## src/hdl/tmt_pkg.sv

```systemverilog
// Shared types and constants of the trapezoidal move-time block.
// Used by tmt_front, tmt_queue, tmt_back and trapezoid_move_time_max.
// Depends on nothing else.
`timescale 1ns / 1ps
`default_nettype none

package tmt_pkg;

    localparam int TMT_QUEUE_DEPTH = 2;

    localparam int NUM_W  = 81;  // widest dividend: 66-bit sum shifted up by 15
    localparam int DEN_W  = 62;  // widest divisor: product of the two limits
    localparam int RAD_W  = 64;  // radicand of the square root
    localparam int ROOT_W = 48;  // floor(2^16 * sqrt(radicand))

    localparam logic [31:0] TIME_SAT = 32'hFFFF_FFFF;

    typedef logic [1:0] t_kind;
    localparam t_kind KIND_STOP = 2'd0;
    localparam t_kind KIND_TRI  = 2'd1;
    localparam t_kind KIND_TRAP = 2'd2;

    // One classified joint, handed from the front end to the back end.
    // For the triangular case num holds the radicand in its low bits.
    typedef struct packed {
        t_kind              kind;
        logic               neg;
        logic [31:0]        av;
        logic [NUM_W-1:0]   num;
        logic [DEN_W-1:0]   den;
        logic               last;
    } t_job;

endpackage

`default_nettype wire

```

## src/hdl/tmt_queue.sv

```systemverilog
// Short first-in first-out queue of classified joints between the front
// and back ends. Depends on tmt_pkg.
`timescale 1ns / 1ps
`default_nettype none

module tmt_queue #(
    parameter int DEPTH = tmt_pkg::TMT_QUEUE_DEPTH
) (
    input  wire logic       i_clk,
    input  wire logic       i_rst_n,
    input  wire logic       i_push_valid,
    output logic            o_push_ready,
    input  tmt_pkg::t_job   i_push,
    output logic            o_pop_valid,
    input  wire logic       i_pop_ready,
    output tmt_pkg::t_job   o_pop
);
    import tmt_pkg::*;

    localparam int PW = (DEPTH > 1) ? $clog2(DEPTH) : 1;
    localparam int CW = $clog2(DEPTH + 1);

    t_job          r_mem [DEPTH];
    logic [PW-1:0] r_wr, r_rd;
    logic [CW-1:0] r_count;
    logic          w_push, w_pop;

    assign o_push_ready = (r_count != CW'(DEPTH));
    assign o_pop_valid  = (r_count != '0);
    assign o_pop        = r_mem[r_rd];
    assign w_push       = i_push_valid && o_push_ready;
    assign w_pop        = o_pop_valid && i_pop_ready;

    always_ff @(posedge i_clk) begin
        if (!i_rst_n) begin
            r_wr    <= '0;
            r_rd    <= '0;
            r_count <= '0;
        end else begin
            if (w_push) r_wr <= (r_wr == PW'(DEPTH - 1)) ? '0 : r_wr + 1'b1;
            if (w_pop)  r_rd <= (r_rd == PW'(DEPTH - 1)) ? '0 : r_rd + 1'b1;
            if (w_push && !w_pop)      r_count <= r_count + 1'b1;
            else if (w_pop && !w_push) r_count <= r_count - 1'b1;
        end
    end

    always_ff @(posedge i_clk) begin
        if (w_push) r_mem[r_wr] <= i_push;
    end

endmodule

`default_nettype wire

```

## config.mk

```make
export PLATFORM = sky130hd
export DESIGN_NAME = tmt_queue
export DESIGN_NICKNAME = d
export VERILOG_FILES = /design/src/hdl/tmt_pkg.sv /design/src/hdl/tmt_queue.sv
export SDC_FILE = /design/constraint.sdc
export NUM_CORES = 1
export LEC_CHECK = 0
export ABC_AREA = 1
export BUFFER_PORTS_ARGS = -buffer_cell sky130_fd_sc_hd__buf_2
export CAP_MARGIN = 10
export CORE_ASPECT_RATIO = 0.9
export CORE_MARGIN = 5
export CORE_UTILIZATION = 30
export CTS_BUF_LIST = sky130_fd_sc_hd__clkbuf_4
export DETAILED_ROUTE_END_ITERATION = 7
export GPL_TIMING_DRIVEN = 1
export SLEW_MARGIN = 5
export SYNTH_ARGS = -nofsm -noshare
export SYNTH_HDL_FRONTEND = slang
export SYNTH_SLANG_ARGS = --single-unit
```

## constraint.sdc

```tcl
create_clock -name i_clk -period 12.51 [get_ports i_clk]
set_input_delay 0 -clock i_clk [delete_from_list [all_inputs] [get_ports i_clk]]
set_output_delay 0 -clock i_clk [all_outputs]
set_load 0.02 [all_outputs]
```

==> impl_summary.txt, run 1 <==
----------------------------------------------------
[Run status]
  Result of the run ... aborted with a tool error
  Stage where the run ended ... clock tree synthesis (4_1_cts)
  Error that ended the run ... [ERROR RSZ-0060] Max buffer count reached.

[Logic synthesis]
  Total number of yosys warnings ... 0
  Post-synthesis average cell area ... about 23 µm²
  Fraction of registers with async set or reset after synthesis ... 0%
  Portion of the post-synthesis area used by sequential elements ... 80.0%
  Net count after synthesis ... slightly below 800
  Library cell occupying the most area in the post-synthesis netlist ... sky130_fd_sc_hd__edfxtp_1
  Area fraction of the dominant cell type after synthesis ... between 70 and 80%
  Most numerous cell types in the synthesized netlist ... sky130_fd_sc_hd__edfxtp_1 (358), sky130_fd_sc_hd__mux2_4 (100), sky130_fd_sc_hd__mux2_2 (79)
  Total standard cell area after synthesis ... between 10000 and 15000 µm²
  Ys flop type ... sky130_fd_sc_hd__edfxtp_1
  Synthesized instance count ... just under 600
  Count of distinct cell types in the synthesized netlist ... 15
  Register bit total from synthesis ... 363
  Cell types with the largest area share after synthesis ... sky130_fd_sc_hd__edfxtp_1 (79%), sky130_fd_sc_hd__mux2_4 (11%), sky130_fd_sc_hd__mux2_2 (6.6%)
  Number of synthesized flops with an enable pin ... ~360
  Dominant cell by count in the synthesized netlist ... sky130_fd_sc_hd__edfxtp_1

[CTS]
  H-tree depth reported by CTS ... 3
  Number of instances resized during post-cts repair ... 0
  Clock Path Buffers ... 3
  Root Buffer Master ... sky130_fd_sc_hd__clkbuf_4
  Number of buffers added by the clock tree synthesis step ... 98
  Number of buffers inserted by hold repair at cts ... between 300 and 400
  # Post-CTS Setup Buffers ... 0
  TritonCTS sink count ... around 360

[Place]
  Count of input and output buffers ... 363
  Post-DP HPWL ... 19500 µm
  Post-Place Cell Area ... between 15000 and 20000 µm²
  Routability-driven placement congestion ratio ... between 0.7 and 0.8

[Floorplanning]
  Cell Rows ... 74
  Chip Height ... between 200 and 250 µm
  Die Wd ... approximately 230 µm
  Initial Utilization ... a little under a third
  IO Count ... about 360

----------------------------------------------------
==> cell families after synthesis <==
kind of cell | share of synthesized area [%]
buf+inv | 1.60
fa+ha+maj | 0.0922
compound gates | 0.166
mux | 17.6
flops | 80.0
simple gates | 0.553
==> per-stage QoR <==
step / instances / utilization (%) / worst slack [ps]
after detailed placement: 1554 / 35.6 / 9410
after global placement: 1554 / 35.6 / 9420
after floorplan: 594 / - / 3640
==> inputs of run 2 (changes only) <==
--- a/config.mk
+++ b/config.mk
@@ -8,12 +8,11 @@
 export ABC_AREA = 1
 export BUFFER_PORTS_ARGS = -buffer_cell sky130_fd_sc_hd__buf_2
 export CAP_MARGIN = 10
-export CORE_ASPECT_RATIO = 0.9
 export CORE_MARGIN = 5
-export CORE_UTILIZATION = 30
-export CTS_BUF_LIST = sky130_fd_sc_hd__clkbuf_4
+export CORE_UTILIZATION = 20
 export DETAILED_ROUTE_END_ITERATION = 7
 export GPL_TIMING_DRIVEN = 1
+export PLACE_DENSITY_LB_ADDON = 0.15
 export SLEW_MARGIN = 5
 export SYNTH_ARGS = -nofsm -noshare
 export SYNTH_HDL_FRONTEND = slang
==> run 2 against run 1 <==
  * The run now ends clean
  * Synthesized cell count unchanged
  * Synthesized area unchanged
==> impl_summary.txt, run 2 <==
----------------------------------------------------
[Finish]
  Max reg flops ... about 360
  Final Instance Area ... around 20000 µm²
  Post-synthesis to final-layout area growth ... 44.7%
  Filler instances ... about 6800
  Most common cell after layout, fill and taps aside ... sky130_fd_sc_hd__buf_2
  Top Registers ... r_mem (358), r_count (2)
  Share of cells above drive strength 1 ... 51.1%
  Commonest non-fill, non-tap cells in the layout ... sky130_fd_sc_hd__buf_2 (363), sky130_fd_sc_hd__edfxtp_1 (358), sky130_fd_sc_hd__dlygate4sd3_1 (182)
  Number of diodes added for antenna fixing ... 0
  Top reg by flops ... r_mem
  Number of nets at the end of the flow ... around 1400

[Floorplanning]
  Initial Utilization ... 20.2% (-9.9 points)
  Total die area ... 73200 µm²
  IO Count ... 364 (unchanged)
  Placeable core region ... between 60000 and 70000 µm²
  Cell Rows ... 95 (+28%)
  Chip Height ... 270 µm (+28%)
  Die Wd ... 270 µm (+15%)

[Timing]
  Post-route minimum period ... around 3700 ps
  Worst Hold Margin ... between 150 and 200 ps
  Final setup fails ... 0
  Count of pins over their slew limit ... 0
  Final TNS setup ... 0 ps
  Share of the cycle needed by the critical path after routing ... roughly 29%
  Slew margin rel. ... about a third
  Worst Clk Skew ... 21.2 ps
  Slew at the pin closest to its max-slew limit ... around 1000 ps
  Setup repair after global routing missed its margin ... false
  Max Clk Rate ... 273 MHz
  Post-route worst setup slack ... ~8900 ps
  Fin. Hold Viols ... 0

[Setup path]
  Depth of the most critical reg-to-reg path ... 6
  Reg-to-reg setup timing slack ... around 9700 ps
  Type of element launching the critical path ... flop
  Most used cell, CP ... sky130_fd_sc_hd__buf_4
  Reg-to-reg startpoint ... r_count[0]
  Capturing element type of the critical path ... output port
  Biggest cell delay along the critical path ... around 910 ps
  Number of buffer and inverter instances along the worst setup path ... 3
  Largest delay share family, worst path ... buffers and inverters
  R2r endpoint ... r_mem[0][59]
  CP arrival ... 3660 ps
  Critical Path, Cell by Cell ... buf_4 > buf_4 > mux2_2 > buf_2
  CP Data Required Time ... about 13000 ps
  Largest fanout on the critical path ... 50
  Path type of the worst setup path ... reg -> out
  Cell type of the slowest stage on the worst timing path ... sky130_fd_sc_hd__dfxtp_4
  Cell count along the critical path ... 4

[Logic synthesis]
  Dominant cell by count in the synthesized netlist ... sky130_fd_sc_hd__edfxtp_1
  Number of synthesized flops with an enable pin ... 358 (unchanged)
  Fraction of registers with async set or reset after synthesis ... 0% (unchanged)
  Net count after synthesis ... 778 (unchanged)
  Area fraction of the dominant cell type after synthesis ... 79.2% (unchanged)
  Portion of the post-synthesis area used by sequential elements ... 80.0% (unchanged)
  Library cell occupying the most area in the post-synthesis netlist ... sky130_fd_sc_hd__edfxtp_1
  Ys flop type ... sky130_fd_sc_hd__edfxtp_1
  Most numerous cell types in the synthesized netlist ... sky130_fd_sc_hd__edfxtp_1 (358), sky130_fd_sc_hd__mux2_4 (100), sky130_fd_sc_hd__mux2_2 (79)
  Register bit total from synthesis ... 363 (unchanged)
  Count of distinct cell types in the synthesized netlist ... 15 (unchanged)
  Synthesized instance count ... 594 (unchanged)
  Total number of yosys warnings ... 0 (unchanged)
  Post-synthesis average cell area ... 22.8 µm² (unchanged)
  Total standard cell area after synthesis ... 13600 µm² (unchanged)
  Cell types with the largest area share after synthesis ... sky130_fd_sc_hd__edfxtp_1 (79%), sky130_fd_sc_hd__mux2_4 (11%), sky130_fd_sc_hd__mux2_2 (6.6%)

[Global routing]
  Number of global-route vias before repair ... 8428
  First-pass GRT wire length ... around 52000 µm
  Initial antenna violation count ... 0
  Aggregate global routing overflow ... 0
  GRT Util Overall ... about a tenth
  Maximum number of pins on one net before global-route repair ... 65

[CTS]
  Clock transition at the registers of the reported paths ... about 60 ps
  Number of buffers added by the clock tree synthesis step ... 45 (-54%)
  H-tree depth reported by CTS ... 2 (-1)
  Number of instances resized during post-cts repair ... 0 (unchanged)
  Clock Path Buffers ... 3 (unchanged)
  Clock tree from TritonCTS ... built
  Clock latency of the later-clocked register in the worst-skew pair ... ~550 ps
  Root Buffer Master ... sky130_fd_sc_hd__clkbuf_16
  TritonCTS sink count ... 363 (unchanged)

[Worst hold path]
  Hold path depth ... 2
  Hold endpoint ... r_mem[1][96]
  Hold WC Path Type ... in -> reg
  Worst hold start ... i_push[96]

[Route]
  Drt first pass iters ... 6
  Routed len/inst ... ~17 µm
  Number of DRC violations after detailed routing ... 0
  Final routed wirelength across all metal layers ... ~36000 µm
  Number of vias after detailed routing ... around 7500
  Remaining antenna violation count ... 0
  Vias/cell ... roughly 3.6
  Violation count after the first detailed-route iteration ... ~260

[Place]
  Post-DP HPWL ... 23800 µm (+22%)
  Worst Setup Slack post-DPL ... 9320 ps (-86.2 ps)
  Routability-driven placement congestion ratio ... 0.698 (-5.0%)
  Count of input and output buffers ... 363 (unchanged)
  Post-Place Cell Area ... 16400 µm² (+2.1%)

[Job]
  Number of max-cap violations ... 0

[Run status]
  Result of the run ... completed

[Pwr]
  Worst IR Drop VDD ... around 0.096 mV
  Lkg Pwr ... about 7.4 nW
  Power per Cell Area ... just under 200 nW/µm²

----------------------------------------------------
[run 2: worst register-to-register path, stage by stage (launching register included)]
cell and delay, ps:
sky130_fd_sc_hd__dfxtp_1 350, sky130_fd_sc_hd__inv_1 90, sky130_fd_sc_hd__nand2_1 80, sky130_fd_sc_hd__nand2_1 160, sky130_fd_sc_hd__nor2_4 110, sky130_fd_sc_hd__buf_4 780, sky130_fd_sc_hd__buf_4 800
[run 2: worst max-delay path by stage]
| stage | end | slack, ps |
|---|---|---|
| 5_1_grt | o_pop[31] | 8590 |
| 4_1_cts | o_pop[31] | 8690 |
| 3_5_place_dp | o_pop[31] | 9320 |
| 6_report | o_pop[31] | 8850 |
| 3_3_place_gp | o_pop[28] | 9360 |
| 2_1_floorplan | r_mem[0][0] | 3640 |
[run 2: cell type report]
| type | instances | area (µm²) | area share, % |
|---|---|---|---|
| multi-input cells | 203 | 2520 | 12.8 |
| well taps | 873 | 1090 | 5.56 |
| repair buffers | 555 | 3710 | 18.9 |
| clock inverters | 22 | 168 | 0.854 |
| inverters | 8 | 30.0 | 0.153 |
| clock buffers | 60 | 1260 | 6.44 |
| flip-flops and latches | 363 | 10900 | 55.3 |
[run 2: through the flow]
stage               cells  power [mW]  util [%]
CTS                  2084        3.92      29.2
global placement     1820        2.59      24.4
detailed placement   1820        2.59      24.4
global route         2084        4.02      29.2
finish               2084        3.82      29.2
floorplan             594        2.30         -
[run 2: cells by family (layout without fill, tap and decap cells)]
group           count (synthesis)  in the layout  synth area share, %
flops                         363            363                 80.0
mux                           179            179                 17.6
buf+inv                        28            645                 1.60
simple gates                   19             19                0.553
compound gates                  4              4                0.166
fa+ha+maj                       1              1               0.0922
[run 2: metal layers]
metal	share of wire, %	track usage [%]	up-vias
met5	0	0	-
met4	2.6	2.90	0
met3	6.1	2.92	56
met2	49	16.0	243
met1	43	11.4	3712
li1	-	-	3532
[run 2: timing repair]
| action | CTS | global route |
|---|---|---|
| buffers inserted | 0 | 0 |
| hold endpoints to repair | 363 | 0 |
| hold buffers | 182 | 0 |
[run 2: power breakdown]
| group | internal [mW] | switching (mW) | total [mW] | leakage [nW] |
|---|---|---|---|---|
| sequential | 1.54 | 0.0620 | 1.60 | 3.38 |
| clock | 0.749 | 0.490 | 1.24 | 0.694 |
| combinational | 0.409 | 0.569 | 0.978 | 3.34 |
| total | 2.70 | 1.12 | 3.82 | 7.42 |
(Power assumes the default switching activity.)
