<file path="src/hdl/tmt_pkg.sv">
// Shared types and constants of the trapezoidal move-time block.
// Used by tmt_front, tmt_queue, tmt_back and trapezoid_move_time_max.
// Depends on nothing else.
`timescale 1ns / 1ps
`default_nettype none

package tmt_pkg;

    localparam int TMT_QUEUE_DEPTH = 2;

    localparam int NUM_W  = 81;  // widest dividend: 66-bit sum shifted up by 15
    localparam int DEN_W  = 62;  // widest divisor: product of the two limits
    localparam int RAD_W  = 64;  // radicand of the square root
    localparam int ROOT_W = 48;  // floor(2^16 * sqrt(radicand))

    localparam logic [31:0] TIME_SAT = 32'hFFFF_FFFF;

    typedef logic [1:0] t_kind;
    localparam t_kind KIND_STOP = 2'd0;
    localparam t_kind KIND_TRI  = 2'd1;
    localparam t_kind KIND_TRAP = 2'd2;

    // One classified joint, handed from the front end to the back end.
    // For the triangular case num holds the radicand in its low bits.
    typedef struct packed {
        t_kind              kind;
        logic               neg;
        logic [31:0]        av;
        logic [NUM_W-1:0]   num;
        logic [DEN_W-1:0]   den;
        logic               last;
    } t_job;

endpackage

`default_nettype wire

</file>
<file path="src/hdl/tmt_front.sv">
// Front end: takes one joint word, forms the distance and velocity terms,
// the limit products on one shared multiplier, and the case decision.
// Depends on tmt_pkg.
`timescale 1ns / 1ps
`default_nettype none

module tmt_front (
    input  wire logic          i_clk,
    input  wire logic          i_rst_n,
    input  wire logic          i_s_tvalid,
    output logic               o_s_tready,
    input  wire logic [159:0]  i_s_tdata,
    input  wire logic          i_s_tlast,
    output logic               o_job_valid,
    input  wire logic          i_job_ready,
    output tmt_pkg::t_job      o_job
);
    import tmt_pkg::*;

    localparam logic [1:0] F_IDLE = 2'd0;
    localparam logic [1:0] F_CALC = 2'd1;
    localparam logic [1:0] F_PUSH = 2'd2;

    logic [1:0]  r_state, n_state;
    logic [2:0]  r_cnt;

    logic [32:0] r_d;
    logic [31:0] r_av;
    logic        r_neg;
    logic [30:0] r_vlim;
    logic [30:0] r_alim;
    logic        r_last;

    logic [63:0] r_prod;
    logic [63:0] r_v2;
    logic [63:0] r_ad2;
    logic [63:0] r_vmax2;
    logic [63:0] r_add;
    logic [61:0] r_den;
    logic [63:0] r_diff;
    logic [63:0] r_k0;
    logic [65:0] r_k;
    logic        r_c1;
    logic        r_c2a;
    logic        r_c2;

    logic signed [31:0] w_pos, w_vel, w_tgt;
    logic signed [32:0] w_sd, w_vf;
    logic [32:0]        w_d;
    logic [32:0]        w_av;
    logic [30:0]        w_vlim_in, w_alim_in;
    logic [31:0]        w_ma, w_mb;
    logic [63:0]        w_mul;

    assign w_pos     = i_s_tdata[31:0];
    assign w_vel     = i_s_tdata[63:32];
    assign w_tgt     = i_s_tdata[95:64];
    assign w_vlim_in = i_s_tdata[126:96];
    assign w_alim_in = i_s_tdata[157:127];

    always_comb begin
        w_sd = 33'(w_pos) - 33'(w_tgt);
        w_d  = w_sd[32] ? 33'(-w_sd) : 33'(w_sd);
        w_vf = w_sd[32] ? -33'(w_vel) : 33'(w_vel);
        w_av = w_vf[32] ? 33'(-w_vf) : 33'(w_vf);
    end

    // Shared multiplier; the operand pair follows the step count.
    always_comb begin
        case (r_cnt)
            3'd0:    begin w_ma = r_av;            w_mb = r_av;              end
            3'd1:    begin w_ma = {1'b0, r_alim};  w_mb = r_d[31:0];         end
            3'd2:    begin w_ma = {1'b0, r_vlim};  w_mb = {1'b0, r_vlim};    end
            3'd3:    begin w_ma = {1'b0, r_vlim};  w_mb = r_av;              end
            3'd4:    begin w_ma = {1'b0, r_alim};  w_mb = {1'b0, r_vlim};    end
            default: begin w_ma = '0;              w_mb = '0;                end
        endcase
        w_mul = w_ma * w_mb;
    end

    always_comb begin
        n_state = r_state;
        case (r_state)
            F_IDLE:  if (i_s_tvalid) n_state = F_CALC;
            F_CALC:  if (r_cnt == 3'd7) n_state = F_PUSH;
            F_PUSH:  if (i_job_ready) n_state = F_IDLE;
            default: n_state = F_IDLE;
        endcase
    end

    always_ff @(posedge i_clk) begin
        if (!i_rst_n) begin
            r_state <= F_IDLE;
            r_cnt   <= '0;
        end else begin
            r_state <= n_state;
            if (r_state == F_CALC) r_cnt <= r_cnt + 3'd1;
            else                   r_cnt <= '0;
        end
    end

    always_ff @(posedge i_clk) begin
        if (r_state == F_IDLE && i_s_tvalid) begin
            r_d    <= w_d;
            r_av   <= w_av[31:0];
            r_neg  <= w_vf[32];
            r_vlim <= (w_vlim_in == '0) ? 31'd1 : w_vlim_in;
            r_alim <= (w_alim_in == '0) ? 31'd1 : w_alim_in;
            r_last <= i_s_tlast;
        end
        if (r_state == F_CALC) begin
            r_prod <= w_mul;
            case (r_cnt)
                3'd1: r_v2 <= r_prod;
                3'd2: r_ad2 <= {r_prod[62:0], 1'b0}
                               + (r_d[32] ? {r_alim, 33'b0} : 64'b0);
                3'd3: r_vmax2 <= {r_prod[61:0], 2'b00};
                3'd4: r_add <= {r_prod[62:0], 1'b0};
                3'd5: begin
                    r_den  <= r_prod[61:0];
                    r_c1   <= !r_neg && (r_ad2 <= r_v2);
                    r_c2a  <= (r_v2 <= r_vmax2);
                    r_diff <= r_vmax2 - r_v2;
                end
                3'd6: begin
                    r_c2 <= r_c2a && (r_ad2 <= r_diff);
                    r_k0 <= r_ad2 + r_v2;
                    r_k  <= {2'b00, r_ad2} + {2'b00, r_v2};
                end
                3'd7: r_k <= r_k + (r_neg ? {2'b00, r_add} : 66'd0);
                default: ;
            endcase
        end
    end

    assign o_s_tready  = (r_state == F_IDLE);
    assign o_job_valid = (r_state == F_PUSH);

    always_comb begin
        o_job.neg  = r_neg;
        o_job.av   = r_av;
        o_job.last = r_last;
        if (r_c1) begin
            o_job.kind = KIND_STOP;
            o_job.num  = {33'b0, r_av, 16'b0};
            o_job.den  = {31'b0, r_alim};
        end else if (r_c2) begin
            o_job.kind = KIND_TRI;
            o_job.num  = {17'b0, r_k0};
            o_job.den  = {31'b0, r_alim};
        end else begin
            o_job.kind = KIND_TRAP;
            o_job.num  = {r_k, 15'b0};
            o_job.den  = r_den;
        end
    end

endmodule

`default_nettype wire

</file>
<file path="config.mk">
export PLATFORM = sky130hd
export DESIGN_NAME = tmt_front
export DESIGN_NICKNAME = d
export VERILOG_FILES = /design/src/hdl/tmt_pkg.sv /design/src/hdl/tmt_front.sv
export SDC_FILE = /design/constraint.sdc
export NUM_CORES = 2
export LEC_CHECK = 0
export ABC_AREA = 1
export BUFFER_PORTS_ARGS = -buffer_cell sky130_fd_sc_hd__buf_2
export CAP_MARGIN = 20
export CORE_MARGIN = 1
export CORE_UTILIZATION = 35
export DETAILED_ROUTE_END_ITERATION = 16
export GPL_TIMING_DRIVEN = 0
export PLACE_DENSITY = 0.48
export RECOVER_POWER = 100
export SLEW_MARGIN = 20
export SYNTH_ARGS = -nofsm -noshare
export SYNTH_HDL_FRONTEND = slang
export SYNTH_SLANG_ARGS = --single-unit
</file>
<file path="constraint.sdc">
create_clock -name i_clk -period 36.3 [get_ports i_clk]
set_input_delay 1.815 -clock i_clk [delete_from_list [all_inputs] [get_ports i_clk]]
set_output_delay 1.815 -clock i_clk [all_outputs]
set_load 0.1 [all_outputs]
</file>
# Yosys cells after proc, flatten, opt, wreduce, memory -nomap -nowiden
# Cells that the tools add are included.
# totals
regBits	710
latchBits	0
mem_bits_rw	0
mem_bits_ro	0
in_bits	165
out_inout_bits	181
memories	0
# classes
n_addsub	10
n_mul	1
n_div	0
magnitude_cmp	3
eq_ne	12
n_shift	0
muxes	16
n_bitwise	0
reduce_logical	22
# op_table
op	n
2-to-1 mux 143 bit	2
<= comparator 64 bit	3
case mux 32 bit (3 select lines)	2
case mux 66 bit (2 select lines)	1
adder 64 bit	2
2-to-1 mux 64 bit	2
adder 66 x 64 -> 66 bit	1
adder 64 x 64 -> 65 bit	1
multiplier 32 x 32 -> 64 bit	1
2-to-1 mux 32 bit	2
subtractor 64 bit	1
zero test 31 bit	2
2-to-1 mux 33 bit	1
negator 32 -> 33 bit	1
negator 33 bit	1
subtractor 32 x 32 -> 33 bit	1
negator 32 bit	1
AND reduction 2 bit	8
== test 3 bit, second input constant	4
2-to-1 mux 2 bit	5
OR reduction 2 bit	4
== test 3 x 2 -> 1 bit, second input constant	2
case mux 2 bit (3 select lines)	1
!= test 2 bit, second input constant	2
11 further kinds	13

# Logic depth before layout (Yosys ltp)
# logic_depth
ltp_word	4
depth_mapped	43

# Least setup slack after synthesis
# Ideal clock, no wire load.
# synth_timing
path_type	register to register
start	register r_state[0]
end	register r_c1 (enable)
setup_ps	771
arrival_time_ps	12592
required_time_ps	35529
path_slack_ps	22937
stages_incl_launch_ff	5
path_cell_list	dfxtp_1 -> inv_1 -> nor2_1 -> inv_1 -> nor3_1
# synth_between
elab_chain_len	2
# synth_lines
element	line_no	text
start, declared	tmt_front.sv:24	logic [1:0] r_state, n_state;
start signal, assigned	tmt_front.sv:96	r_state <= n_state;
== test 2 x 1 -> 1 bit	tmt_front.sv:111	if (r_state == F_CALC) begin
AND reduction 2 bit (no source line)	n/a	
end signal, assigned	tmt_front.sv:121	r_c1 <= !r_neg && (r_ad2 <= r_v2);
end, declared	tmt_front.sv:43	logic r_c1;
# Every way passes these cells.
# A chain may end at the register's enable or synchronous reset.

# Worst setup path after layout
# layout_timing
start	register r_cnt[0]
end	register r_prod[54] (data pin)
# layout_between
elab_chain_len	4
# layout_lines
element	line_no	text
start, declared	tmt_front.sv:25	logic [2:0] r_cnt;
start signal, assigned	tmt_front.sv:97	if (r_state == F_CALC) r_cnt <= r_cnt + 3'd1;
== test 3 bit, or another cell as far along	tmt_front.sv:70	case (r_cnt)
OR reduction 2 bit (no source line)	n/a	
case mux 32 bit (3 select lines)	tmt_front.sv:70	
multiplier 32 x 32 -> 64 bit (*)	tmt_front.sv:78	w_mul = w_ma * w_mb;
named net w_mul[54]	tmt_front.sv:53	logic [63:0] w_mul;
end signal, assigned	tmt_front.sv:112	r_prod <= w_mul;
end, declared	tmt_front.sv:34	logic [63:0] r_prod;
# Mark *: on every way through the listed nets, which the timed path passes. The rest lies on a longest branch.

==> flow_summary.json <==
{
  "num_rows": 176,
  "antenna_found_initial": 21,
  "synthFlopType": "edfxtp_1",
  "seq_area_sq_mm": 0.0212,
  "critPathMostFrequentCell": "fa_1",
  "synthesis.nets": 11700,
  "cts_sinks": 709,
  "finalWirelength_mm": 378,
  "yosys.cell_types.count": 64,
  "grtUsageTotal_pct": 31.6,
  "synth_edf_count": 704,
  "use_met1_pct": 42.4,
  "multiInputGateArea_sq_mm": 0.0517,
  "ys_seq_area_share_pct": 26.0,
  "post-route-period-util_pct": 33.8,
  "placedInstanceArea_sq_mm": 0.0882,
  "ys_warn_count": 0,
  "endpoint": "r_prod[54]",
  "gp_congestion": 1.02,
  "critPathLaunchType": "flop",
  "first_global_vias": 71200,
  "relSlewSlack_pct": -255,
  "start_util_pct": 35.3,
  "grt-busiest-layer": "met2",
  "io_buffers": 343,
  "cp.arrival_ns": 12.79,
  "dpl.hpwl_mm": 323,
  "setup_tns_ns": 0,
  "drc": 0,
  "insertion_delay_ns": 0.75,
  "drive_gt1_share_pct": 3.73,
  "reg2reg_to": "r_prod[54]",
  "hold_class": "flop to flop",
  "final_cell_mix": "1981 x inv_1, 1964 x nand2_1, 1349 x nor2_1",
  "period_needed_ns": 12.27,
  "grt_pass1_wl_mm": 526,
  "end_kind": "flop",
  "met2_usage_pct": 49.5,
  "vias_per_cell": 5.28,
  "numCtsBuffers": 86,
  "fin_nets": 12200,
  "die_area_sq_mm": 0.235,
  "synth_area_sq_mm": 0.0817,
  "hold_buffers": 0,
  "core_sq_mm": 0.231,
  "grt_use_met3_pct": 6.40,
  "htree_levels": 3,
  "drv_slew": 358,
  "cts_tree": "done",
  "worstPathRequired_ns": 36.82,
  "grt_setup_unrepaired": "false",
  "die_h_um": 485,
  "crit_type": "flop to flop",
  "post_cts_buffers": 0,
  "wl_per_cell_um": 27.8,
  "syn-instance-count": 9982,
  "r2r_slack_ns": 24.03,
  "cts.root.buffer_cell": "clkbuf_16",
  "clockBufferDepth": 3,
  "die_w_um": 485,
  "grt_overflow_total": 0,
  "skew_ns": 0.0650,
  "drt-pass1-iter-count": 8,
  "startpoint": "r_cnt[0]",
  "antenna_left": 0,
  "cts-resized-gates": 0,
  "worst_path_max_delay_cell": "clkbuf_1",
  "r2r_start": "r_cnt[0]",
  "worstMarginPinSlew_ns": 5.33,
  "clk_pin_slew_ns": 0.06,
  "asyncSetResetFlopFracSynth_pct": 0,
  "setup_viol": 0,
  "io_pins": 346,
  "num_vias": 71600,
  "avgSynthCellArea_sq_um": 8.18,
  "timing.fmax_mhz": 81.5,
  "final_common_cell": "inv_1",
  "status": "finished with violations",
  "ys_ff_latch": 709,
  "timing.max_cap.violations": 12,
  "grt_max_degree": 99,
  "cp_max_fo": 10,
  "slowest_delay_ns": 0.84,
  "drt-initial-drc-count": 6848,
  "fin_area_sq_mm": 0.0903,
  "violations": "max-capacitance violations, max-slew violations",
  "hold_violations": 0,
  "syn_to_final_growth_pct": 10.6,
  "r2r.worst_path.cells": 32,
  "fill_cells": 24200
}
critical path: cells and delay by family (launching register included):
family                     cells  cell delay [ns]
and+or+nand+nor                6             1.59
buffers and inverters          7             2.35
xor gates and xnor gates       1             0.35
adders and majority gates     10             4.97
AOI/OAI and AO/OA              8             2.44
DFF                            1             0.35
layer usage:
| metal | vias to the layer above | wire length, um |
|---|---|---|
| met5 | - | 92 |
| met4 | 14 | 18900 |
| met3 | 587 | 31100 |
| met2 | 3110 | 167000 |
| met1 | 35600 | 161000 |
| li1 | 32300 | - |
synthesized netlist by cell type, types with 79 or more instances:
master	instances	share of area, %
a21oi_1	517	3.2
a31oi_1	79	0.61
clkbuf_1	277	1.3
edfxtp_1	704	26
fa_1	900	22
ha_1	648	9.9
inv_1	1979	9.1
nand2_1	1954	9.0
nand3_1	252	1.5
nand4_1	88	0.67
nor2_1	1347	6.2
nor3_1	86	0.53
o21ai_0	342	2.1
xnor2_1	91	0.98
xor2_1	235	2.5
sequential cells by signal, summed over array words and instances (netlist names):
| register | flops |
|---|---|
| r_ad2 | 63 |
| r_add | 63 |
| r_alim | 31 |
| r_av | 32 |
| r_c1 | 1 |
| r_c2 | 1 |
| r_c2a | 1 |
| r_cnt | 3 |
| r_d | 33 |
| r_den | 62 |
| r_diff | 64 |
| r_k | 66 |
| r_k0 | 64 |
| r_last | 1 |
| r_neg | 1 |
| r_prod | 64 |
| r_state | 2 |
| r_v2 | 64 |
| r_vlim | 31 |
| r_vmax2 | 62 |
worst min-delay path by stage:
stage | cells after the start | end | from
after floorplan | 0 | r_v2[63] | r_prod[63]
after global placement | 1 | r_cnt[0] | r_cnt[0]
after detailed placement | 1 | r_cnt[0] | r_cnt[0]
after CTS | 1 | r_cnt[0] | r_cnt[0]
after global routing | 1 | r_cnt[0] | r_cnt[0]
final | 1 | r_cnt[0] | r_cnt[0]
final cells by class:
type                            instances  share of cell area (%)
Timing Repair Buffer                  402                    2.09
Antenna cell                            6                  0.0166
Inverter                             2013                    8.37
Sequential cell                       709                    23.5
Clock inverter                         55                   0.801
Multi-Input combinational cell       6953                    57.2
Buffer                                307                    1.34
Clock buffer                          100                    2.44
Tap cell                             3026                    4.19
through the flow:
stage	hold WS (ns)	utilization (%)	worst slack [ns]	std cells
after detailed placement	0.477	38.2	24.31	13400
after CTS	0.490	39.5	24.31	13600
after floorplan	0.400	-	22.94	9982
after global routing	0.512	39.1	23.80	13600
final	0.495	39.1	24.03	13600
after global placement	0.466	37.7	14.68	13400
logic make-up (layout without fill, tap and decap cells):
kind of cell             Yosys count  in the layout  synth area share (%)
flip-flops                       709            709                  26.0
AND/OR/NAND/NOR                 3859           3859                  19.1
other                              0              6                     0
adder cells (fa/ha/maj)         1548           1548                  32.0
XOR/XNOR                         326            326                  3.50
buffers and inverters           2320           2877                  10.8
AO/OA/AOI/OAI                   1220           1220                  8.67
Power is not shown: default switching activity piles up to over one toggle a cycle in this logic, so the estimate is an artifact.
