===== src/hdl/tmt_pkg.sv =====
// Shared types and constants of the trapezoidal move-time block.
// Used by tmt_front, tmt_queue, tmt_back and trapezoid_move_time_max.
// Depends on nothing else.
`timescale 1ns / 1ps
`default_nettype none

package tmt_pkg;

    localparam int TMT_QUEUE_DEPTH = 2;

    localparam int NUM_W  = 81;  // widest dividend: 66-bit sum shifted up by 15
    localparam int DEN_W  = 62;  // widest divisor: product of the two limits
    localparam int RAD_W  = 64;  // radicand of the square root
    localparam int ROOT_W = 48;  // floor(2^16 * sqrt(radicand))

    localparam logic [31:0] TIME_SAT = 32'hFFFF_FFFF;

    typedef logic [1:0] t_kind;
    localparam t_kind KIND_STOP = 2'd0;
    localparam t_kind KIND_TRI  = 2'd1;
    localparam t_kind KIND_TRAP = 2'd2;

    // One classified joint, handed from the front end to the back end.
    // For the triangular case num holds the radicand in its low bits.
    typedef struct packed {
        t_kind              kind;
        logic               neg;
        logic [31:0]        av;
        logic [NUM_W-1:0]   num;
        logic [DEN_W-1:0]   den;
        logic               last;
    } t_job;

endpackage

`default_nettype wire


===== src/hdl/tmt_back.sv =====
// Back end: bit-serial square root and restoring divider that turn a
// classified joint into its time, plus the running maximum and the output
// register. Depends on tmt_pkg.
`timescale 1ns / 1ps
`default_nettype none

module tmt_back (
    input  wire logic          i_clk,
    input  wire logic          i_rst_n,
    input  wire logic          i_job_valid,
    output logic               o_job_ready,
    input  tmt_pkg::t_job      i_job,
    output logic               o_m_tvalid,
    input  wire logic          i_m_tready,
    output logic [63:0]        o_m_tdata,
    output logic               o_m_tlast
);
    import tmt_pkg::*;

    localparam logic [2:0] B_IDLE = 3'd0;
    localparam logic [2:0] B_SQRT = 3'd1;
    localparam logic [2:0] B_FIX  = 3'd2;
    localparam logic [2:0] B_DIV  = 3'd3;
    localparam logic [2:0] B_DONE = 3'd4;

    logic [2:0]        r_state;
    logic [6:0]        r_cnt;
    logic              r_neg, r_last;
    logic [31:0]       r_av;
    logic [NUM_W-1:0]  r_num;
    logic [DEN_W-1:0]  r_den;
    logic [DEN_W-1:0]  r_rem;
    logic [31:0]       r_q;
    logic              r_sat;
    logic [RAD_W-1:0]  r_rad;
    logic [49:0]       r_srem;
    logic [ROOT_W-1:0] r_root;
    logic [31:0]       r_max;
    logic              r_out_valid, r_out_last;
    logic [31:0]       r_out_time, r_out_long;

    logic [51:0]       w_s_sh, w_trial;
    logic              w_s_ok;
    logic [DEN_W:0]    w_d_sh;
    logic              w_d_ok;
    logic [32:0]       w_q_next;
    logic [ROOT_W-1:0] w_avs;
    logic [ROOT_W:0]   w_fix;
    logic [31:0]       w_t, w_newmax;
    logic              w_load;

    assign w_s_sh  = {r_srem, r_rad[RAD_W-1 -: 2]};
    assign w_trial = {2'b00, r_root, 2'b01};
    assign w_s_ok  = (w_s_sh >= w_trial);

    assign w_d_sh   = {r_rem, r_num[NUM_W-1]};
    assign w_d_ok   = (w_d_sh >= {1'b0, r_den});
    assign w_q_next = {r_q, w_d_ok};

    assign w_avs = {r_av, 16'b0};
    always_comb begin
        if (r_neg)                 w_fix = {1'b0, r_root} + {1'b0, w_avs};
        else if (r_root >= w_avs)  w_fix = {1'b0, r_root - w_avs};
        else                       w_fix = '0;
    end

    assign w_t      = r_sat ? TIME_SAT : r_q;
    assign w_newmax = (w_t > r_max) ? w_t : r_max;
    assign w_load   = (r_state == B_DONE) && (!r_out_valid || i_m_tready);

    assign o_job_ready = (r_state == B_IDLE);

    always_ff @(posedge i_clk) begin
        if (!i_rst_n) begin
            r_state     <= B_IDLE;
            r_cnt       <= '0;
            r_max       <= '0;
            r_out_valid <= 1'b0;
        end else begin
            case (r_state)
                B_IDLE: if (i_job_valid) begin
                    r_state <= (i_job.kind == KIND_TRI) ? B_SQRT : B_DIV;
                    r_cnt   <= '0;
                end
                B_SQRT: begin
                    r_cnt <= r_cnt + 7'd1;
                    if (r_cnt == 7'(ROOT_W - 1)) r_state <= B_FIX;
                end
                B_FIX: begin
                    r_state <= B_DIV;
                    r_cnt   <= '0;
                end
                B_DIV: begin
                    r_cnt <= r_cnt + 7'd1;
                    if (r_cnt == 7'(NUM_W - 1)) r_state <= B_DONE;
                end
                B_DONE: if (w_load) r_state <= B_IDLE;
                default: r_state <= B_IDLE;
            endcase

            if (w_load) begin
                r_out_valid <= 1'b1;
                r_max       <= r_last ? 32'd0 : w_newmax;
            end else if (i_m_tready) begin
                r_out_valid <= 1'b0;
            end
        end
    end

    always_ff @(posedge i_clk) begin
        case (r_state)
            B_IDLE: if (i_job_valid) begin
                r_neg  <= i_job.neg;
                r_av   <= i_job.av;
                r_last <= i_job.last;
                r_num  <= i_job.num;
                r_den  <= i_job.den;
                r_rad  <= i_job.num[RAD_W-1:0];
                r_rem  <= '0;
                r_q    <= '0;
                r_sat  <= 1'b0;
                r_srem <= '0;
                r_root <= '0;
            end
            B_SQRT: begin
                r_rad <= {r_rad[RAD_W-3:0], 2'b00};
                if (w_s_ok) begin
                    r_srem <= 50'(w_s_sh - w_trial);
                    r_root <= {r_root[ROOT_W-2:0], 1'b1};
                end else begin
                    r_srem <= w_s_sh[49:0];
                    r_root <= {r_root[ROOT_W-2:0], 1'b0};
                end
            end
            B_FIX: r_num <= {32'b0, w_fix};
            B_DIV: begin
                r_num <= {r_num[NUM_W-2:0], 1'b0};
                r_rem <= w_d_ok ? DEN_W'(w_d_sh - {1'b0, r_den}) : w_d_sh[DEN_W-1:0];
                r_q   <= w_q_next[31:0];
                if (w_q_next[32]) r_sat <= 1'b1;
            end
            default: ;
        endcase

        if (w_load) begin
            r_out_time <= w_t;
            r_out_long <= w_newmax;
            r_out_last <= r_last;
        end
    end

    assign o_m_tvalid = r_out_valid;
    assign o_m_tdata  = {r_out_long, r_out_time};
    assign o_m_tlast  = r_out_last;

endmodule

`default_nettype wire


===== config.mk =====
export PLATFORM = sky130hd
export DESIGN_NAME = tmt_back
export DESIGN_NICKNAME = d
export VERILOG_FILES = /design/src/hdl/tmt_pkg.sv /design/src/hdl/tmt_back.sv
export SDC_FILE = /design/constraint.sdc
export NUM_CORES = 1
export LEC_CHECK = 0
export BUFFER_PORTS_ARGS = -buffer_cell sky130_fd_sc_hd__clkbuf_2
export CAP_MARGIN = 15
export CORE_AREA = 4 4 275 277
export DETAILED_ROUTE_END_ITERATION = 8
export DIE_AREA = 0 0 279 281
export PLACE_DENSITY_LB_ADDON = 0.15
export SYNTH_ARGS = -nofsm -noshare
export SYNTH_HDL_FRONTEND = slang
export SYNTH_SLANG_ARGS = --single-unit

===== constraint.sdc =====
create_clock -name i_clk -period 12.1 [get_ports i_clk]
set_clock_uncertainty 0.1 [all_clocks]
set_input_delay 1.21 -clock i_clk [delete_from_list [all_inputs] [get_ports i_clk]]
set_output_delay 1.21 -clock i_clk [all_outputs]
set_load 0.01 [all_outputs]

# Word-level counts from Yosys, hierarchy flattened
# Cells that the tools add are included.
dict set report totals {
  ff_bits 542
  inputBits 183
  out_inout_bits 67
  wordCells 89
}
dict set report classes {
  addsub 5
  order_cmp 4
  eq_ne 12
  muxes 33
  reduce_logical 17
}
# cell n
set op_table {}
lappend op_table {{one-hot mux 81 bit (3 select lines)} 1}
lappend op_table {{2-to-1 mux 32 bit} 4}
lappend op_table {{one-hot mux 64 bit (2 select lines)} 1}
lappend op_table {{2-to-1 mux 62 bit} 2}
lappend op_table {{one-hot mux 62 bit (2 select lines)} 1}
lappend op_table {{2-to-1 mux 50 bit} 2}
lappend op_table {{one-hot mux 50 bit (2 select lines)} 1}
lappend op_table {{2-to-1 mux 48 bit} 2}
lappend op_table {{one-hot mux 48 bit (2 select lines)} 1}
lappend op_table {{2-to-1 mux 81 bit} 1}
lappend op_table {{2-to-1 mux 64 bit} 1}
lappend op_table {{one-hot mux 32 bit (2 select lines)} 1}
lappend op_table {{greater-or-equal comparator 63 x 62 -> 1 bit} 1}
lappend op_table {{subtractor 62 bit} 1}
lappend op_table {{greater-or-equal comparator 52 x 50 -> 1 bit} 1}
lappend op_table {{subtractor 50 bit} 1}
lappend op_table {{adder 48 x 48 -> 49 bit} 1}
lappend op_table {{2-to-1 mux 49 bit} 1}
lappend op_table {{greater-or-equal comparator 48 bit} 1}
lappend op_table {{subtractor 48 bit} 1}
lappend op_table {{> comparator 32 bit} 1}
lappend op_table {{one-hot mux 7 bit (3 select lines)} 1}
lappend op_table {{one-hot mux 3 bit (5 select lines)} 1}
lappend op_table {{2-to-1 mux 3 bit} 4}
lappend op_table {{22 further kinds} 38}

# Longest topological paths before layout
# Gate-level depths: netlist (run 1).
dict set report logic_depth {
  word_depth 5
  ltp_mapped 17
  ltp_nobuf 14
}

# Worst setup path after synthesis (run 1)
# No wires, ideal clock.
dict set report synth_path {
  path_kind {input-to-reg}
  startpoint {in i_job_valid}
  endpoint {reg r_num[0], enable pin}
  setup_ps 547
  arrival_time_ps 5504
  t_required_ps 11453
  slack_ps 5949
  path_stages 3
  path_buffers 0
  path_cell_list {nor3_1 > or2_2 > a21oi_1}
}
dict set report synth_between {
  elab_chain_len 2
}
# item line
set synth_lines {}
lappend synth_lines {{start, declared} tmt_back.sv:10} ;# input wire logic i_job_valid,
lappend synth_lines {{!= test 2 bit (no source line)} -}
lappend synth_lines {{AND reduction 2 bit (no source line)} -}
lappend synth_lines {{end signal, assigned} tmt_back.sv:116} ;# r_num <= i_job.num;
lappend synth_lines {{end signal, assigned} tmt_back.sv:135} ;# B_FIX: r_num <= {32'b0, w_fix};
lappend synth_lines {{end signal, assigned} tmt_back.sv:137} ;# r_num <= {r_num[NUM_W-2:0], 1'b0};
lappend synth_lines {{end, declared} tmt_back.sv:30} ;# logic [NUM_W-1:0] r_num;
# No other way between the ends.
# A chain may end at the register's enable or synchronous reset.

# Worst setup path after layout (run 1)
dict set report layout_path {
  startpoint {reg r_rem[13]}
  endpoint {reg r_rem[6], data pin}
}
dict set report layout_between {
  elab_chain_len 3
}
# item line
set layout_lines {}
lappend layout_lines {{start, declared} tmt_back.sv:32} ;# logic [DEN_W-1:0] r_rem;
lappend layout_lines {{start signal, assigned} tmt_back.sv:138} ;# r_rem <= w_d_ok ? DEN_W'(w_d_sh - {1'b0, r_den}) : w_d_sh[DEN_W-1:0];
lappend layout_lines {{greater-or-equal comparator 63 x 62 -> 1 bit} tmt_back.sv:57} ;# assign w_d_ok = (w_d_sh >= {1'b0, r_den});
lappend layout_lines {{2-to-1 mux 62 bit} tmt_back.sv:138}
lappend layout_lines {{one-hot mux 62 bit (2 select lines)} tmt_back.sv:111} ;# case (r_state)
# No other way between the ends.

==> impl_metrics.json, run 1 <==
{
  "ctsResizeCount": 0,
  "synth-edff-count": 499,
  "cp.arrival_ns": 4.86,
  "cp-end-kind": "flop",
  "synth.distinct_cells": 85,
  "dpl_cell_area_um2": 34600,
  "drt_pass1_iterations": 6,
  "ir_drop_uv": 135,
  "synthMuxAreaShare": 0.0274,
  "synth_xor_area_frac": 0.0349,
  "cts.path.max_buffers": 3,
  "antenna_found_initial": 2,
  "layout.cells.non_filler": 4531,
  "die_h_um": 281,
  "path_depth": 13,
  "initial_core_util": 0.448,
  "powerDensity_nw_per_um2": 222,
  "vias": 25111,
  "cts_buffers": 60,
  "grt_pass1_wl_um": 136000,
  "drt_iter0_markers": 1921,
  "synth_flop_cell": "edfxtp_1",
  "dp_cells": 4419,
  "postCtsSetupBuffers": 0,
  "synth_nets": 3761,
  "final_util": 0.503,
  "die_area_um2": 78400,
  "viasPerCell": 5.54,
  "whs_ns": 0.363,
  "drv_slew": 0,
  "hold_class": "flop to flop",
  "grt_pass1_vias": 24709,
  "clock_sinks": 542,
  "synth-compound-area-share": 0.167,
  "grt_max_degree": 68,
  "maxCapViolations": 0,
  "setup_viol": 0,
  "cts_hold_buf": 0,
  "leakage_uw": 0.0155,
  "htreeDepth": 2,
  "critPathTopFamily": "compound AO/OA/AOI/OAI gates",
  "period_needed_ns": 4.60,
  "cp_max_fo": 35,
  "tightest_slew_ns": 1.07,
  "clock_latency_ns": 0.65,
  "fmax_mhz": 217,
  "postRouteAntennaNets": 0,
  "fin_crit_sh": 0.380,
  "globalplace.congestion": 0.882,
  "synth_area_per_cell_um2": 9.70,
  "slowest_stage": "buf_4",
  "holdPathStages": 0,
  "fp.dieW_um": 279,
  "crit_type": "flop to flop",
  "ys_seq_area_frac": 0.485,
  "crit_path_cell_trace": "ha_1 > a21o_1 > o21bai_1 > or3_1 > o2111ai_2 > a31oi_1 > a21oi_2 > o21ai_2 > a21oi_2 > o211a_4 > buf_4 > mux2i_1 > nor2_1",
  "ys_ff_latch": 542,
  "critPathLaunchType": "flop",
  "hpwl_um": 61100,
  "nFillCells": 6777,
  "outcome": "finished clean",
  "cp_common_cell": "a21oi_2",
  "relSlewSlack": 0.286,
  "cpPeakStageDelay_ns": 0.60,
  "synth_top_family_by_area": "compound AO/OA/AOI/OAI gates",
  "port_buffers": 249,
  "ys_warn_count": 0,
  "drc": 0,
  "nets": 3918,
  "post_drt_wl_per_cell_um": 19.1,
  "area_delta_synth_final_pct": 12.2,
  "r2r_cells": 13,
  "synthArstFlopShare": 0,
  "synthAdderAreaFrac": 0.0823,
  "io_pins": 250,
  "gr-usage-all-layers": 0.214,
  "cts_tree": "yes",
  "grt_setup_unrepaired": "no",
  "critPathRequiredTime_ns": 12.36,
  "syn-cell-area_um2": 32700,
  "fin_area_um2": 36600,
  "hold_viol": 0,
  "postSynthCellCount": 3365,
  "cp_num_buf_inv": 1,
  "cts_root_buffer": "clkbuf_16",
  "fp.coreArea_um2": 72800,
  "clkTransAtPathRegs_ns": 0.06,
  "drive_gt1_frac": 0.117,
  "rows": 99,
  "overflow": 0,
  "final.setup.tns_ns": 0,
  "wl_um": 86500,
  "synth-simple-area-share": 0.144
}
-- cell usage after synthesis (55+ instances only) --
library cell	count	area [um2]
o22ai_1	56	350
nor2_1	302	1130
inv_1	300	1130
mux2i_1	86	861
clkbuf_1	155	582
a21oi_1	224	1120
nand2_1	449	1690
edfxtp_1	499	15000
xnor2_1	96	841
a21o_1	101	758
ha_1	210	2630
nand3_1	58	290
o21ai_0	184	921
nand4_1	55	344
-- logic make-up (layout without fill, tap and decap cells) --
kind of cell / after synthesis / count (layout)
XOR/XNOR: 130 / 130
flip-flops: 542 / 542
AND/OR/NAND/NOR: 1065 / 1065
other: 0 / 2
buffers and inverters: 482 / 687
AO/OA/AOI/OAI: 844 / 844
adder cells (fa/ha/maj): 213 / 213
multiplexers: 89 / 89
-- flip-flops by register name, summed over array words and instances, names as in the netlist, 3 cells and up --
name        cells
r_rem          62
r_cnt           7
r_srem         50
r_av           32
r_out_time     32
r_state         3
r_root         48
r_max          32
r_q            32
r_out_long     32
r_num          81
r_rad          64
r_den          62
-- path summary, 6_finish.rpt --
| path | start | end | slack (ns) |
|---|---|---|---|
| hold / removal | r_last | o_m_tlast | 0.36 |
| setup / recovery | r_rem[13] | r_rem[6] | 7.50 |
| hold reg to reg | r_last | o_m_tlast | 0.36 |
| setup reg to reg | r_rem[13] | r_rem[6] | 7.50 |
-- per-layer routing --
layer / wire length, um / vias up / GRT usage / share of wire
met5: 0 / - / 0 / 0
met4: 1680 / 0 / 0.0493 / 0.019
met3: 3840 / 99 / 0.0249 / 0.044
met2: 41300 / 564 / 0.363 / 0.48
met1: 39600 / 12053 / 0.297 / 0.46
li1: - / 12395 / - / -
-- where the power goes --
part           switching (uW)  internal [uW]
combinational            2150           1290
sequential                201           2610
clock                     802           1080
total                    3150           4980
-- layout make-up --
cell class              instances  area, um2  share of cell area
flip-flops and latches        542      15800               0.432
multi-input cells            2341      15000               0.409
clock buffers                  76       1650              0.0451
repair buffers                274       1430              0.0391
well taps                     959       1200              0.0327
inverters                     303       1140              0.0311
clock inverters                34        384              0.0105
diodes                          2       5.00            0.000137
-- through the flow --
stage	setup slack, ns	total power, uW
2_1_floorplan	5.95	5450
3_3_place_gp	7.50	6260
3_5_place_dp	7.48	6260
4_1_cts	7.45	8190
5_1_grt	7.20	8700
6_report	7.50	8130
-- placed cells by master, fill, tap and decap left out, drive strengths merged, types with 43 or more instances in the layout --
cell | Yosys | final
a21o | 101 | 101
a21oi | 226 | 226
and3 | 50 | 50
clkbuf | 155 | 325
dfxtp | 43 | 43
edfxtp | 499 | 499
ha | 210 | 210
inv | 300 | 302
mux2i | 86 | 86
nand2 | 449 | 449
nand3 | 58 | 58
nand4 | 55 | 55
nor2 | 302 | 302
o21ai | 193 | 193
o22ai | 56 | 56
xnor2 | 96 | 96
No activity file was read; power rests on OpenSTA's default activity.
==> run 2: changes to the inputs <==
==> constraint.sdc (replaced) <==
create_clock -name i_clk -period 3.9 [get_ports i_clk]
set_clock_uncertainty 0.1 [all_clocks]
set_input_delay 0.39 -clock i_clk [delete_from_list [all_inputs] [get_ports i_clk]]
set_output_delay 0.39 -clock i_clk [all_outputs]
set_load 0.01 [all_outputs]
==> run 2 against run 1 <==
First-iteration DRC count decreased by 0.16%. Utilization up 3.8 points. Fmax increased by 24%. Critical endpoint is now r_rem[58]. Via count grew 4.2%. Wire length increased by 3.0%. Global-route usage grew 0.75 points. Final cell count is 5.6% higher. Highest routed layer unchanged. Non-clock buffer count rose by 242.
==> impl_metrics.json, run 2 (synthesis gave the netlist of run 1 again) <==
{
  "outcome": "finished clean",
  "clock_sinks": 542,
  "clock_latency_ns": 0.63,
  "critPathRequiredTime_ns": 4.16,
  "cts_root_buffer": "clkbuf_16",
  "min-delay-start": "i_job[111]",
  "ir_drop_uv": 478,
  "dp_slack_ns": -0.0565,
  "initial_core_util": 0.448,
  "wl_met3_um": 3990,
  "fp.coreArea_um2": 72800,
  "rows": 99,
  "final_util": 0.541,
  "drt_pass1_iterations": 8,
  "antenna_found_initial": 1,
  "cp.arrival_ns": 3.98,
  "hpwl_um": 63500,
  "layout.cells.non_filler": 4784,
  "relSlewSlack": 0.299,
  "slowest_stage": "fa_1",
  "maxCapViolations": 0,
  "holdPathStages": 3,
  "die_area_um2": 78400,
  "area_delta_synth_final_pct": 20.8,
  "fmax_mhz": 269,
  "layout_commonest_cell": "edfxtp_1",
  "htreeDepth": 3,
  "port_buffers": 249,
  "wl_met2_um": 42100,
  "cp-end-kind": "flop",
  "viasPerCell": 5.47,
  "cts_buffers": 66,
  "r2r-start": "r_num[80]",
  "reg2reg_slack_ns": 0.18,
  "tightest_slew_ns": 1.04,
  "highest_layer": "met4",
  "cts_tree": "yes",
  "vias": 26175,
  "overflow": 0,
  "drc": 0,
  "gr-usage-all-layers": 0.222,
  "cp_max_fo": 4,
  "nets": 4167,
  "final.setup.tns_ns": 0,
  "period_needed_ns": 3.72,
  "globalplace.congestion": 0.941,
  "largest_register_ffs": 81,
  "drive_gt1_frac": 0.133,
  "drt_iter0_markers": 1918,
  "drt-met1-wl_um": 40300,
  "hold_path_end": "r_num[48]",
  "r2r-end": "r_rem[58]",
  "fp.dieW_um": 279,
  "fin_ws_ns": 0.180,
  "wl_um": 89000,
  "hold_viol": 0,
  "grt_max_degree": 156,
  "cp_common_cell": "o211a_1",
  "leakage_uw": 0.0168,
  "grt_setup_unrepaired": "no",
  "clkTransAtPathRegs_ns": 0.06,
  "layout_common_cells": "edfxtp_1 (499), nand2_1 (445), nor2_1 (300), inv_1 (298), clkbuf_2 (249)",
  "cts.path.max_buffers": 3,
  "fin_crit_sh": 0.954,
  "critPathLaunchType": "flop",
  "grt_pass1_vias": 25874,
  "largest_register": "r_num",
  "grt_pass1_wl_um": 141000,
  "crit_type": "flop to flop",
  "crit_path_cell_trace": "inv_1 > ha_1 > fa_1 > nor2b_1 > o31ai_2 > a221oi_2 > a211oi_1 > buf_4 > o31a_1 > o211a_1 > o21ai_2 > nand3_1 > a32oi_1 > xor2_1 > o211a_1",
  "nFillCells": 6538,
  "setup_viol": 0,
  "reg_top3": "r_num x81, r_rad x64",
  "cpPeakStageDelay_ns": 0.42,
  "powerDensity_nw_per_um2": 676,
  "die_h_um": 281,
  "post_drt_wl_per_cell_um": 18.6,
  "drv_slew": 0,
  "dp_cells": 4486,
  "postRouteAntennaNets": 0,
  "hold_class": "input port to flop",
  "io_pins": 250,
  "r2r_cells": 15
}
run 2: worst max-delay path, delay by kind of cell (launching register included):
kind | cells | cell delay, ns
xor gates and xnor gates | 1 | 0.10
adders and majority gates | 2 | 0.66
buffers and inverters | 2 | 0.21
AOI/OAI and AO/OA | 8 | 1.76
DFF | 1 | 0.32
and+or+nand+nor | 2 | 0.32
run 2: worst max path at each step:
stage                           from        end  slack [ns]  cells after the start
after global placement     r_rem[13]   r_rem[9]        0.05                     13
after CTS                  r_rem[13]  r_rem[53]        0.08                     14
after detailed placement   r_rem[13]   r_rem[6]       -0.06                     13
final                      r_num[80]  r_rem[58]        0.18                     15
after floorplan           r_state[0]   r_num[0]        0.14                      4
after global routing        r_den[5]  r_rem[53]       0.005                     16
run 2: stage by stage:
stage / total power [uW] / area (um2) / hold slack, ns
floorplan: 16800 / 32700 / 0.326
global placement: 19900 / 35300 / 0.370
detailed placement: 19900 / 35300 / 0.375
CTS: 26700 / 39300 / 0.000642
global route: 28400 / 39400 / 0.0279
finish: 26600 / 39400 / 0.0333
run 2: what timing repair did:
| action | in CTS | in global routing |
|---|---|---|
| cloned | 1 | 0 |
| endpoints found under the setup margin | 36 | 128 |
| setup buffers | 2 | 6 |
| pin swaps | 1 | 7 |
| resized for setup | 0 | 23 |
| hold buffers | 167 | 0 |
| hold endpoints to repair | 192 | 0 |
run 2: per-layer routing:
layer / vias up / track usage
met1: 12448 / 0.301
li1: 12893 / -
met3: 161 / 0.0272
met2: 673 / 0.374
met5: - / 0
met4: 0 / 0.0681
run 2: power by group:
| part | leakage, uW | switching [uW] | internal, uW |
|---|---|---|---|
| clock network | 0.00110 | 2630 | 3800 |
| logic | 0.0105 | 6910 | 4590 |
| registers | 0.00519 | 631 | 8080 |
run 2: final cells by class:
class	instances	area, um2	area share
inverter	303	1140	0.0289
timing repair buffer	516	3860	0.0978
multi-input combinational	2342	15100	0.383
clock buffer	82	1720	0.0437
sequential	542	15800	0.402
clock inverter	38	551	0.0140
tap	959	1200	0.0304
antenna	2	5.00	0.000127
==> run 3: changes to the inputs <==
--- a/config.mk
+++ b/config.mk
@@ -11,6 +11,7 @@
 export DETAILED_ROUTE_END_ITERATION = 8
 export DIE_AREA = 0 0 279 281
 export PLACE_DENSITY_LB_ADDON = 0.15
+export RECOVER_POWER = 50
 export SYNTH_ARGS = -nofsm -noshare
 export SYNTH_HDL_FRONTEND = slang
 export SYNTH_SLANG_ARGS = --single-unit
==> run 3 against run 2 <==
The run now ends with max-capacitance violations, max-slew violations left. Clock power about the same. Non-clock buffer count is the same. Flip-flop and latch count unchanged. Worst setup slack lost 0.021 ns. Wire length about the same. Die area unchanged. Via count about the same. Hold slack worse by 0.0067 ns. Combinational power about the same. Clock-buffer cell count did not move. Utilization decreased by 0.25 points. Register-to-register slack worse by 0.02 ns.
==> impl_metrics.json, run 3 (synthesis gave the netlist of run 1 again) <==
{
  "layout_common_cells": "edfxtp_1 (499), nand2_1 (446), nor2_1 (300), inv_1 (298), a21oi_1 (220)",
  "cp_num_buf_inv": 2,
  "cts_buffers": 66,
  "hpwl_um": 63500,
  "cp-end-kind": "flop",
  "leakage_uw": 0.0165,
  "path_depth": 15,
  "globalplace.congestion": 0.941,
  "grt_max_degree": 156,
  "seqPwrFrac": 0.328,
  "critPathLaunch": "r_num[80]",
  "ir_drop_uv": 479,
  "largest_register_ffs": 81,
  "cts_root_buffer": "clkbuf_16",
  "fp.coreArea_um2": 72800,
  "switching_share": 0.381,
  "p_int_uw": 16500,
  "reg_top3": "r_num x81, r_rad x64",
  "cp_max_fo": 4,
  "layout_commonest_cell": "edfxtp_1",
  "critPathRequiredTime_ns": 4.16,
  "fin_crit_sh": 0.959,
  "grt_pass1_vias": 25874,
  "drc": 0,
  "grt_pass1_wl_um": 141000,
  "r2r-start": "r_num[80]",
  "fmax_mhz": 267,
  "clock_latency_ns": 0.63,
  "grt_setup_unrepaired": "no",
  "initial_core_util": 0.448,
  "port_buffers": 249,
  "clockPowerShare": 0.242,
  "overflow": 0,
  "viasPerCell": 5.47,
  "vias": 26171,
  "slowest_stage": "fa_1",
  "drv_slew": 252,
  "rows": 99,
  "setup_viol": 0,
  "whs_ns": 0.0265,
  "cts.path.max_buffers": 3,
  "critPathTopFamily": "compound AO/OA/AOI/OAI gates",
  "antenna_found_initial": 1,
  "cts_tree": "yes",
  "crit_type": "flop to flop",
  "outcome": "finished with violations",
  "die_area_um2": 78400,
  "clock_sinks": 542,
  "clkTransAtPathRegs_ns": 0.06,
  "period_needed_ns": 3.74,
  "post_drt_wl_per_cell_um": 18.6,
  "die_h_um": 281,
  "cp_common_cell": "o211a_1",
  "violations": "max-capacitance violations, max-slew violations",
  "p_switching_uw": 10100,
  "cp.arrival_ns": 4.00,
  "crit_path_cell_trace": "inv_1 > ha_1 > fa_1 > nor2b_1 > o31ai_2 > a221oi_2 > a211oi_1 > buf_4 > o31a_1 > o211a_1 > o21ai_2 > nand3_1 > a32oi_1 > xor2_1 > o211a_1",
  "endpoint": "r_rem[58]",
  "fp.dieW_um": 279,
  "nets": 4167,
  "gr-usage-all-layers": 0.222,
  "drt_pass1_iterations": 7,
  "io_pins": 250,
  "area_delta_synth_final_pct": 20.2,
  "tightest_slew_ns": 1.85,
  "r2r-end": "r_rem[58]",
  "hold_class": "input port to flop",
  "postRouteAntennaNets": 0,
  "r2r_cells": 15,
  "hold_viol": 0,
  "maxCapViolations": 2,
  "drive_gt1_frac": 0.110,
  "powerDensity_nw_per_um2": 678,
  "reg2reg_slack_ns": 0.16,
  "final.setup.tns_ns": 0,
  "critPathLaunchType": "flop",
  "largest_register": "r_num",
  "htreeDepth": 3,
  "relSlewSlack": -0.236,
  "wl_um": 89000,
  "p_comb_frac": 0.431,
  "cpPeakStageDelay_ns": 0.42,
  "drt_iter0_markers": 1986
}
## run 3: timing repair
item / in CTS / in global routing
gates cloned: 1 / 0
hold endpoints to repair: 192 / 0
endpoints found under the setup margin: 36 / 128
pin swaps: 1 / 7
hold buffers: 167 / 0
resized for setup: 0 / 23
setup buffers: 2 / 6
## run 3: layout make-up
type	count	area (um2)
Clock inverter	38	551
Antenna cell	2	5.00
Timing Repair Buffer	516	3700
Sequential cell	542	15800
Inverter	303	1140
Multi-Input combinational cell	2342	15100
Fill cell	6583	33600
Clock buffer	82	1720
Tap cell	959	1200
## run 3: worst min-delay path by stage
stage / slack, ns / from / to / depth (start not counted)
floorplan: 0.33 / r_last / o_m_tlast / 0
global placement: 0.37 / r_max[31] / r_max[31] / 2
detailed placement: 0.37 / r_max[7] / r_max[7] / 2
CTS: 0.0006 / i_job[111] / r_num[48] / 3
global route: 0.03 / i_job[111] / r_num[48] / 3
finish: 0.03 / i_job[111] / r_num[48] / 3
## run 3: worst min-delay path, stage by stage
cell      delay [ns]
clkbuf_2        0.11
nand2_1         0.05
nand4_1         0.07
## run 3: metal layers
metal | vias to the layer above | global-route usage | wire, um
li1 | 12896 | - | -
met1 | 12473 | 0.301 | 40400
met2 | 648 | 0.374 | 42100
met3 | 154 | 0.0272 | 3970
met4 | 0 | 0.0681 | 2600
met5 | - | 0 | 0
## run 3: per-stage QoR
step / instances / setup slack (ns) / power (uW) / area [um2] / utilization
5_1_grt: 4783 / 0.000368 / 28400 / 39300 / 0.539
2_1_floorplan: 3365 / 0.136 / 16800 / 32700 / -
6_report: 4784 / 0.160 / 26600 / 39300 / 0.539
3_5_place_dp: 4486 / -0.0565 / 19900 / 35300 / 0.484
4_1_cts: 4776 / 0.0807 / 26700 / 39300 / 0.539
3_3_place_gp: 4486 / 0.0452 / 19900 / 35300 / 0.484
## run 3: power by group through the flow
| stage | clock (uW) | combinational (uW) | sequential [uW] |
|---|---|---|---|
| after floorplan | 0 | 8190 | 8640 |
| after global placement | 0 | 11100 | 8810 |
| after detailed placement | 0 | 11100 | 8820 |
| after CTS | 6600 | 11300 | 8720 |
| after global routing | 6820 | 12700 | 8840 |
| final | 6430 | 11500 | 8720 |
